<file path="src/rtl/edc_pkg.sv">
`timescale 1ns / 1ps
`default_nettype none
// ----------------------------------------------------------------------------
// Elias delta codec package
// Shared widths, status codes and transaction types for the codec.
// ----------------------------------------------------------------------------
package edc_pkg;

    localparam int VALUE_WIDTH  = 32;
    localparam int WINDOW_WIDTH = 64;
    localparam int MAX_LZ       = 5;

    localparam int VALUE_PORT_W  = 32;
    localparam int WINDOW_PORT_W = 64;
    localparam int CODE_W        = 42;
    localparam int LEN_W         = 6;
    localparam int STATUS_W      = 2;

    localparam int NW     = $clog2(VALUE_WIDTH);
    localparam int LW     = $clog2(NW + 1);
    localparam int TOP_W  = VALUE_WIDTH + 2 * MAX_LZ + 1;
    localparam int PFX_W  = MAX_LZ + 1;

    localparam logic [STATUS_W-1:0] ST_OK        = 2'd0;
    localparam logic [STATUS_W-1:0] ST_TOO_LARGE = 2'd1;
    localparam logic [STATUS_W-1:0] ST_MALFORMED = 2'd2;

    localparam logic CMD_ENCODE = 1'b0;
    localparam logic CMD_DECODE = 1'b1;

    typedef struct packed {
        logic                     command;
        logic [VALUE_PORT_W-1:0]  value_in;
        logic [WINDOW_PORT_W-1:0] window;
    } t_item;

    typedef struct packed {
        logic [CODE_W-1:0]       code_word;
        logic [LEN_W-1:0]        code_length;
        logic [VALUE_PORT_W-1:0] value_out;
        logic [STATUS_W-1:0]     status;
    } t_result;

endpackage
`default_nettype wire

</file>
<file path="src/rtl/edc_if.sv">
`timescale 1ns / 1ps
`default_nettype none
// ----------------------------------------------------------------------------
// Elias delta codec channels
// Valid/ready channels for input items and result items.
// ----------------------------------------------------------------------------
interface edc_in_if
    import edc_pkg::*;
();
    logic                     valid;
    logic                     ready;
    logic                     command;
    logic [VALUE_PORT_W-1:0]  value_in;
    logic [WINDOW_PORT_W-1:0] window;

    modport source (output valid, output command, output value_in, output window,
                    input ready);
    modport sink   (input valid, input command, input value_in, input window,
                    output ready);
endinterface

interface edc_out_if
    import edc_pkg::*;
();
    logic                    valid;
    logic                    ready;
    logic [CODE_W-1:0]       code_word;
    logic [LEN_W-1:0]        code_length;
    logic [VALUE_PORT_W-1:0] value_out;
    logic [STATUS_W-1:0]     status;

    modport source (output valid, output code_word, output code_length,
                    output value_out, output status, input ready);
    modport sink   (input valid, input code_word, input code_length,
                    input value_out, input status, output ready);
endinterface
`default_nettype wire

</file>
<file path="src/rtl/edc_encode.sv">
`timescale 1ns / 1ps
`default_nettype none
// ----------------------------------------------------------------------------
// Elias delta encoder
// Builds one right-aligned delta code and its length from a value.
// ----------------------------------------------------------------------------
module edc_encode
    import edc_pkg::*;
(
    input  wire logic [VALUE_PORT_W-1:0] i_value,
    output t_result                      o_result
);

    logic [VALUE_WIDTH-1:0] v;
    logic [VALUE_WIDTH-1:0] x;
    logic [NW-1:0]          n;
    logic [NW:0]            np1;
    logic [LW-1:0]          l;
    logic [CODE_W-1:0]      word;

    always_comb begin
        v = i_value[VALUE_WIDTH-1:0];
        x = v + VALUE_WIDTH'(1);
        n = '0;
        for (int i = 0; i < VALUE_WIDTH; i++) begin
            if (x[i]) begin
                n = NW'(i);
            end
        end
        np1 = {1'b0, n} + (NW+1)'(1);
        l = '0;
        for (int i = 0; i <= NW; i++) begin
            if (np1[i]) begin
                l = LW'(i);
            end
        end
        word = (CODE_W'(np1) << n) | (CODE_W'(x) & ~(CODE_W'(1) << n));

        o_result = '0;
        if (&v) begin
            o_result.status = ST_TOO_LARGE;
        end else begin
            o_result.status      = ST_OK;
            o_result.code_word   = word;
            o_result.code_length = LEN_W'({l, 1'b1}) + LEN_W'(n);
        end
    end

endmodule
`default_nettype wire

</file>
<file path="src/rtl/edc_decode.sv">
`timescale 1ns / 1ps
`default_nettype none
// ----------------------------------------------------------------------------
// Elias delta decoder
// Reads one delta code from the top of a window and returns value and length.
// ----------------------------------------------------------------------------
module edc_decode
    import edc_pkg::*;
(
    input  wire logic [WINDOW_PORT_W-1:0] i_window,
    output t_result                       o_result
);

    logic [TOP_W-1:0]       t;
    logic [TOP_W-1:0]       tl;
    logic [TOP_W-1:0]       tp;
    logic                   found;
    logic [LW-1:0]          l;
    logic [PFX_W-1:0]       m;
    logic [PFX_W-1:0]       n6;
    logic                   bad_n;
    logic [LW:0]            pos;
    logic [VALUE_WIDTH-1:0] top;
    logic [NW:0]            sh;
    logic [VALUE_WIDTH-1:0] field;
    logic [VALUE_WIDTH-1:0] xval;

    always_comb begin
        t     = i_window[WINDOW_WIDTH-1 -: TOP_W];
        found = 1'b0;
        l     = '0;
        for (int i = 0; i <= MAX_LZ; i++) begin
            if (!found && t[TOP_W-1-i]) begin
                found = 1'b1;
                l     = LW'(i);
            end
        end
        tl    = t << l;
        m     = tl[TOP_W-1 -: PFX_W] >> (LW'(MAX_LZ) - l);
        n6    = m - PFX_W'(1);
        bad_n = n6 > PFX_W'(VALUE_WIDTH - 1);
        pos   = {l, 1'b1};
        tp    = t << pos;
        top   = tp[TOP_W-1 -: VALUE_WIDTH];
        sh    = (NW+1)'(VALUE_WIDTH) - (NW+1)'(n6);
        field = top >> sh;
        xval  = (VALUE_WIDTH'(1) << n6[NW-1:0]) | field;

        o_result = '0;
        if (!found || bad_n) begin
            o_result.status = ST_MALFORMED;
        end else begin
            o_result.status      = ST_OK;
            o_result.value_out   = VALUE_PORT_W'(xval - VALUE_WIDTH'(1));
            o_result.code_length = LEN_W'(pos) + LEN_W'(n6);
        end
    end

endmodule
`default_nettype wire

</file>
<file path="src/rtl/elias_delta_codec.sv">
`timescale 1ns / 1ps
`default_nettype none
// ----------------------------------------------------------------------------
// Elias delta codec
// Encodes a value or decodes a window into one Elias delta code per item.
//
// Each input transaction on i_in carries a command with either a value to
// encode or a 64-bit window whose top bit is the first code bit. Every input
// transaction yields exactly one result transaction on o_out carrying the
// code word and length, the decoded value, and a status code.
// The block is a two-register pipeline: an input register, the encoder and
// decoder logic, and a result register. Each item passes through the input
// register and then the result register before o_out.valid shows it, and one
// item is taken every cycle as long as the receiver takes results. When
// o_out.ready is low the result register holds, the input register still
// takes one more item if it is empty, and then i_in.ready drops until the
// receiver resumes; nothing is lost or repeated. Reset empties both
// registers; no other state is kept.
// ----------------------------------------------------------------------------
module elias_delta_codec
    import edc_pkg::*;
(
    input  wire logic i_clk,
    input  wire logic i_rst_n,
    edc_in_if.sink    i_in,
    edc_out_if.source o_out
);

    t_item   r_s1;
    logic    r_s1_vld;
    t_result r_res;
    logic    r_o_vld;

    t_result enc_res;
    t_result dec_res;
    t_result n_res;
    logic    s2_load;
    logic    s1_ready;

    edc_encode u_enc (
        .i_value  (r_s1.value_in),
        .o_result (enc_res)
    );

    edc_decode u_dec (
        .i_window (r_s1.window),
        .o_result (dec_res)
    );

    assign n_res    = (r_s1.command == CMD_DECODE) ? dec_res : enc_res;
    assign s2_load  = !r_o_vld || o_out.ready;
    assign s1_ready = !r_s1_vld || s2_load;

    always_ff @(posedge i_clk) begin
        if (!i_rst_n) begin
            r_s1_vld <= 1'b0;
            r_o_vld  <= 1'b0;
        end else begin
            if (s1_ready) begin
                r_s1_vld <= i_in.valid;
            end
            if (s2_load) begin
                r_o_vld <= r_s1_vld;
            end
        end
    end

    always_ff @(posedge i_clk) begin
        if (s1_ready && i_in.valid) begin
            r_s1.command  <= i_in.command;
            r_s1.value_in <= i_in.value_in;
            r_s1.window   <= i_in.window;
        end
        if (s2_load && r_s1_vld) begin
            r_res <= n_res;
        end
    end

    assign i_in.ready        = s1_ready;
    assign o_out.valid       = r_o_vld;
    assign o_out.code_word   = r_res.code_word;
    assign o_out.code_length = r_res.code_length;
    assign o_out.value_out   = r_res.value_out;
    assign o_out.status      = r_res.status;

    a_err_zero: assert property (@(posedge i_clk) disable iff (!i_rst_n)
        (o_out.valid && o_out.status != ST_OK) |->
            (o_out.code_word == '0 && o_out.code_length == '0 && o_out.value_out == '0))
        else $error("error result carries nonzero fields");

    a_stall_hold: assert property (@(posedge i_clk) disable iff (!i_rst_n)
        (r_s1_vld && !s2_load) |=> (r_s1_vld && $stable(r_s1)))
        else $error("input register lost a held item");

    a_ready_full: assert property (@(posedge i_clk) disable iff (!i_rst_n)
        !i_in.ready |-> (r_s1_vld && r_o_vld))
        else $error("input stalled while pipeline not full");

    a_encode_len: assert property (@(posedge i_clk) disable iff (!i_rst_n)
        (o_out.valid && o_out.status == ST_OK && o_out.code_word != '0) |->
            (o_out.value_out == '0 && o_out.code_length != '0))
        else $error("encode result inconsistent");

endmodule
`default_nettype wire

</file>
<file path="src/flat_wrapper.sv">
// flat-port wrapper written by rule: the top's interface ports become plain ports
module elias_delta_codec_flat import edc_pkg::*;
  (i_clk, i_rst_n, i_in_valid, i_in_command, i_in_value_in, i_in_window, i_in_ready, o_out_valid, o_out_code_word, o_out_code_length, o_out_value_out, o_out_status, o_out_ready);
  edc_in_if i_in_i ();
  edc_out_if o_out_i ();
  input  wire logic i_clk;
  input  wire logic i_rst_n;
  input wire logic [$bits(i_in_i.valid)-1:0] i_in_valid;
  input wire logic [$bits(i_in_i.command)-1:0] i_in_command;
  input wire logic [$bits(i_in_i.value_in)-1:0] i_in_value_in;
  input wire logic [$bits(i_in_i.window)-1:0] i_in_window;
  output wire logic [$bits(i_in_i.ready)-1:0] i_in_ready;
  output wire logic [$bits(o_out_i.valid)-1:0] o_out_valid;
  output wire logic [$bits(o_out_i.code_word)-1:0] o_out_code_word;
  output wire logic [$bits(o_out_i.code_length)-1:0] o_out_code_length;
  output wire logic [$bits(o_out_i.value_out)-1:0] o_out_value_out;
  output wire logic [$bits(o_out_i.status)-1:0] o_out_status;
  input wire logic [$bits(o_out_i.ready)-1:0] o_out_ready;
  assign i_in_i.valid = i_in_valid;
  assign i_in_i.command = i_in_command;
  assign i_in_i.value_in = i_in_value_in;
  assign i_in_i.window = i_in_window;
  assign i_in_ready = i_in_i.ready;
  assign o_out_valid = o_out_i.valid;
  assign o_out_code_word = o_out_i.code_word;
  assign o_out_code_length = o_out_i.code_length;
  assign o_out_value_out = o_out_i.value_out;
  assign o_out_status = o_out_i.status;
  assign o_out_i.ready = o_out_ready;
  elias_delta_codec u_core (.i_clk(i_clk), .i_rst_n(i_rst_n), .i_in(i_in_i), .o_out(o_out_i));
endmodule
</file>
<file path="config.mk">
export PLATFORM = sky130hd
export DESIGN_NAME = elias_delta_codec_flat
export DESIGN_NICKNAME = d
export VERILOG_FILES = /design/src/rtl/edc_pkg.sv /design/src/rtl/edc_if.sv /design/src/rtl/edc_encode.sv /design/src/rtl/edc_decode.sv /design/src/rtl/elias_delta_codec.sv /design/src/flat_wrapper.sv
export SDC_FILE = /design/constraint.sdc
export NUM_CORES = 1
export LEC_CHECK = 0
export BUFFER_PORTS_ARGS = -buffer_cell sky130_fd_sc_hd__buf_4
export CAP_MARGIN = 20
export CORE_UTILIZATION = 40
export CTS_CLUSTER_SIZE = 16
export DETAILED_ROUTE_END_ITERATION = 8
export PLACE_DENSITY = 0.64
export SYNTH_ARGS = -nofsm -noshare
export SYNTH_HDL_FRONTEND = slang
export SYNTH_HIERARCHICAL = 1
export SYNTH_SLANG_ARGS = --single-unit
</file>
<file path="constraint.sdc">
create_clock -name i_clk -period 6.61 [get_ports i_clk]
set_clock_uncertainty 0.2 [all_clocks]
set_input_delay 0.661 -clock i_clk [delete_from_list [all_inputs] [get_ports i_clk]]
set_output_delay 0.661 -clock i_clk [all_outputs]
set_load 0.005 [all_outputs]
</file>
==> summary.md <==
| Metric | Value |
|---|---|
| DRC viols | `0` |
| Num Clock Sinks | `160` |
| Via Count | `between 10k and 15k` |
| Routability cong. | `roughly 0.97` |
| Die width | `~200 um` |
| CP Class | `reg -> reg` |
| Largest net degree at the start of global routing | `slightly above 80` |
| CP top delay family | `simple AND/OR/NAND/NOR gates` |
| Std-Cell Rows | `slightly above 70` |
| PwrDens | `around 210 mW/mm2` |
| Crit start category | `register` |
| Max-cap check violation count | `0` |
| CTS hold repair buffers | `0` |
| CP max-delay cell | `or4_1` |
| Syn Std Cell Area | `about 0.016 mm2` |
| Hold crit path type | `in -> reg` |
| Setup crit end kind | `register` |
| R2R setup slack | `approximately 240 ps` |
| Tightest Pin Transition | `1040 ps` |
| Routed vias/inst | `6.08` |
| Setup TNS Final | `0 ps` |
| Vias in the first global route | `approximately 13k` |
| Die Ht | `201 um` |
| Worst rel slew slack | `between 30% and 40%` |
| WHS | `~150 ps` |
| Status | `finished clean` |
| Final core utilization | `47.2%` |
| CTS Root Cell | `clkbuf_16` |
| Avg Synthesized Cell Area | `~9.3 um2` |
| Total gr overflow | `0` |
| 1st-iter DRT viols | `around 1.6k` |
| Wire per inst | `around 22 um` |
| CTS buffer count | `17` |
| Crit path cell chain | `buf_4 -> buf_4 -> or4_1 -> nor2_2 -> nand2_1 -> xnor2_1 -> buf_4 -> nor3_2 -> or4_1 -> buf_4 -> nor4_2 -> buf_4 -> nor4_1 -> nand4b_2 -> nor3_2 -> buf_4 -> and4_1 -> o21a_1 -> mux2_4` |
| Min Clock Period, post-route | `around 6400 ps` |
| Fill count | `~3.7k` |
| Initial antenna violation count | `1` |
| Clock Latency Late Sink | `480 ps` |
| Top Ports | `between 150 and 200` |
| Worst path required time | `between 6000 and 7000 ps` |
| Final Setup Violations | `0` |
| Fin nets | `~2k` |
| VDD IR max | `0.200 mV` |
| First-pass GRT wire length | `roughly 80 mm` |
| Place WS | `186 ps` |
| Max Slew Vio Count | `0` |
| Final WS setup | `between 200 and 250 ps` |
| Leakage | `a little over 7 nW` |
| Fin crit share | `96.4%` |
| Initial Utilization | `40.8%` |
| Router iterations before antenna repair | `6` |
| Syn. warnings | `6` |
| CTS tree | `yes` |
| Syn Inst Count | `approximately 1.7k` |
| Count of final hold-check violations | `0` |
| CP bufs+invs | `6` |
| Most frequent CP cell | `buf_4` |
| RSZ-0062 raised after global routing | `false` |
| CTS clk-pin slew, worst paths | `90 ps` |
| Layout cells sized above 1 | `around 28%` |
| Worst Path Max Fanout | `23` |
| Deepest clock path buffer count | `2` |
| Final wirelength | `~52 mm` |
| Port Buffers | `between 150 and 200` |
| Layout area overhead | `15.6%` |
| CP max stage delay | `710 ps` |
| Core area | `~0.039 mm2` |
| Final Cell Area | `~0.018 mm2` |
| H-Tree Depth | `4` |
| CP arrival | `between 6000 and 7000 ps` |
| Die area | `between 0.04 and 0.05 mm2` |
| Area post-placement | `about 0.018 mm2` |
| Tot GR Track Use | `25.5%` |
| Post-route ant nets | `0` |
| DP Wirelength | `about 40 mm` |
| Max Freq | `about 160 MHz` |
[metrics by stage]
step	std cells	power [mW]
floorplan	1776	2.35
global placement	2366	2.82
detailed placement	2366	2.83
CTS	2398	3.86
global route	2404	4.06
finish	2405	3.87
[layer usage]
layer | track usage (%) | vias to the layer above | part of all wire [%]
met5 | 0 | - | 0
met4 | 8.59 | 0 | 2.5
met3 | 4.16 | 95 | 8.1
met2 | 37.4 | 744 | 43
met1 | 37.6 | 6983 | 47
li1 | - | 6791 | -
[area by class of cell]
type                    instances  area, um2  share of cell area (%)
diodes                          1       2.50                  0.0136
clock buffers                  17        425                    2.32
clock inverters                15        169                   0.921
inverters                      31        119                   0.648
multi-input cells            1374       9980                    54.4
flip-flops and latches        160       4780                    26.1
well taps                     518        648                    3.53
repair buffers                289       2210                    12.1
[path summary, 6_finish.rpt]
check	endpoint	start	cells after the start
setup / recovery	u_core/o_out.value_out[11]	u_core/r_s1[63]	19
hold / removal	u_core/r_s1[57]	i_in_window[57]	1
setup reg to reg	u_core/o_out.value_out[11]	u_core/r_s1[63]	19
hold reg to reg	u_core/r_s1_vld	u_core/o_out.valid	2
[flip-flops by register name (all words and copies together), names as in the netlist]
signal and count:
u_core/r_s1 76, u_core/o_out.code_word 42, u_core/o_out.value_out 32, u_core/o_out.code_length 6, u_core/o_out.status 2, u_core/o_out.valid 1, u_core/r_s1_vld 1
[power by group]
| group | switching [mW] | total, mW | internal [mW] |
|---|---|---|---|
| logic | 0.907 | 1.59 | 0.687 |
| registers | 0.0615 | 1.27 | 1.21 |
| clock network | 0.475 | 1.01 | 0.536 |
| total | 1.44 | 3.87 | 2.43 |
[placed cells by master, fill, tap and decap left out, types with 16 or more instances in the layout]
| cell type | n |
|---|---|
| buf_4 | 285 |
| edfxtp_1 | 158 |
| nor2_1 | 134 |
| nand2_1 | 113 |
| conb_1 | 82 |
| mux2_4 | 80 |
| a21oi_1 | 78 |
| mux2i_1 | 65 |
| nor3_1 | 61 |
| o21ai_0 | 60 |
| nand3_1 | 50 |
| xnor2_1 | 40 |
| o22ai_1 | 31 |
| a211oi_1 | 28 |
| nand4_1 | 23 |
| and3_1 | 23 |
| inv_1 | 22 |
| o32ai_1 | 22 |
| nor4_1 | 19 |
| a221oi_1 | 18 |
| clkbuf_16 | 17 |
| and2_1 | 17 |
| a22oi_1 | 17 |
| a31oi_1 | 17 |
| a21o_1 | 16 |
| ha_1 | 16 |
[timing repair]
| item | in CTS | in global routing |
|---|---|---|
| gates resized for setup | 0 | 12 |
| endpoints found under the setup margin | 0 | 25 |
| buffers inserted | 0 | 6 |
No activity file was read; power rests on OpenSTA's default activity.
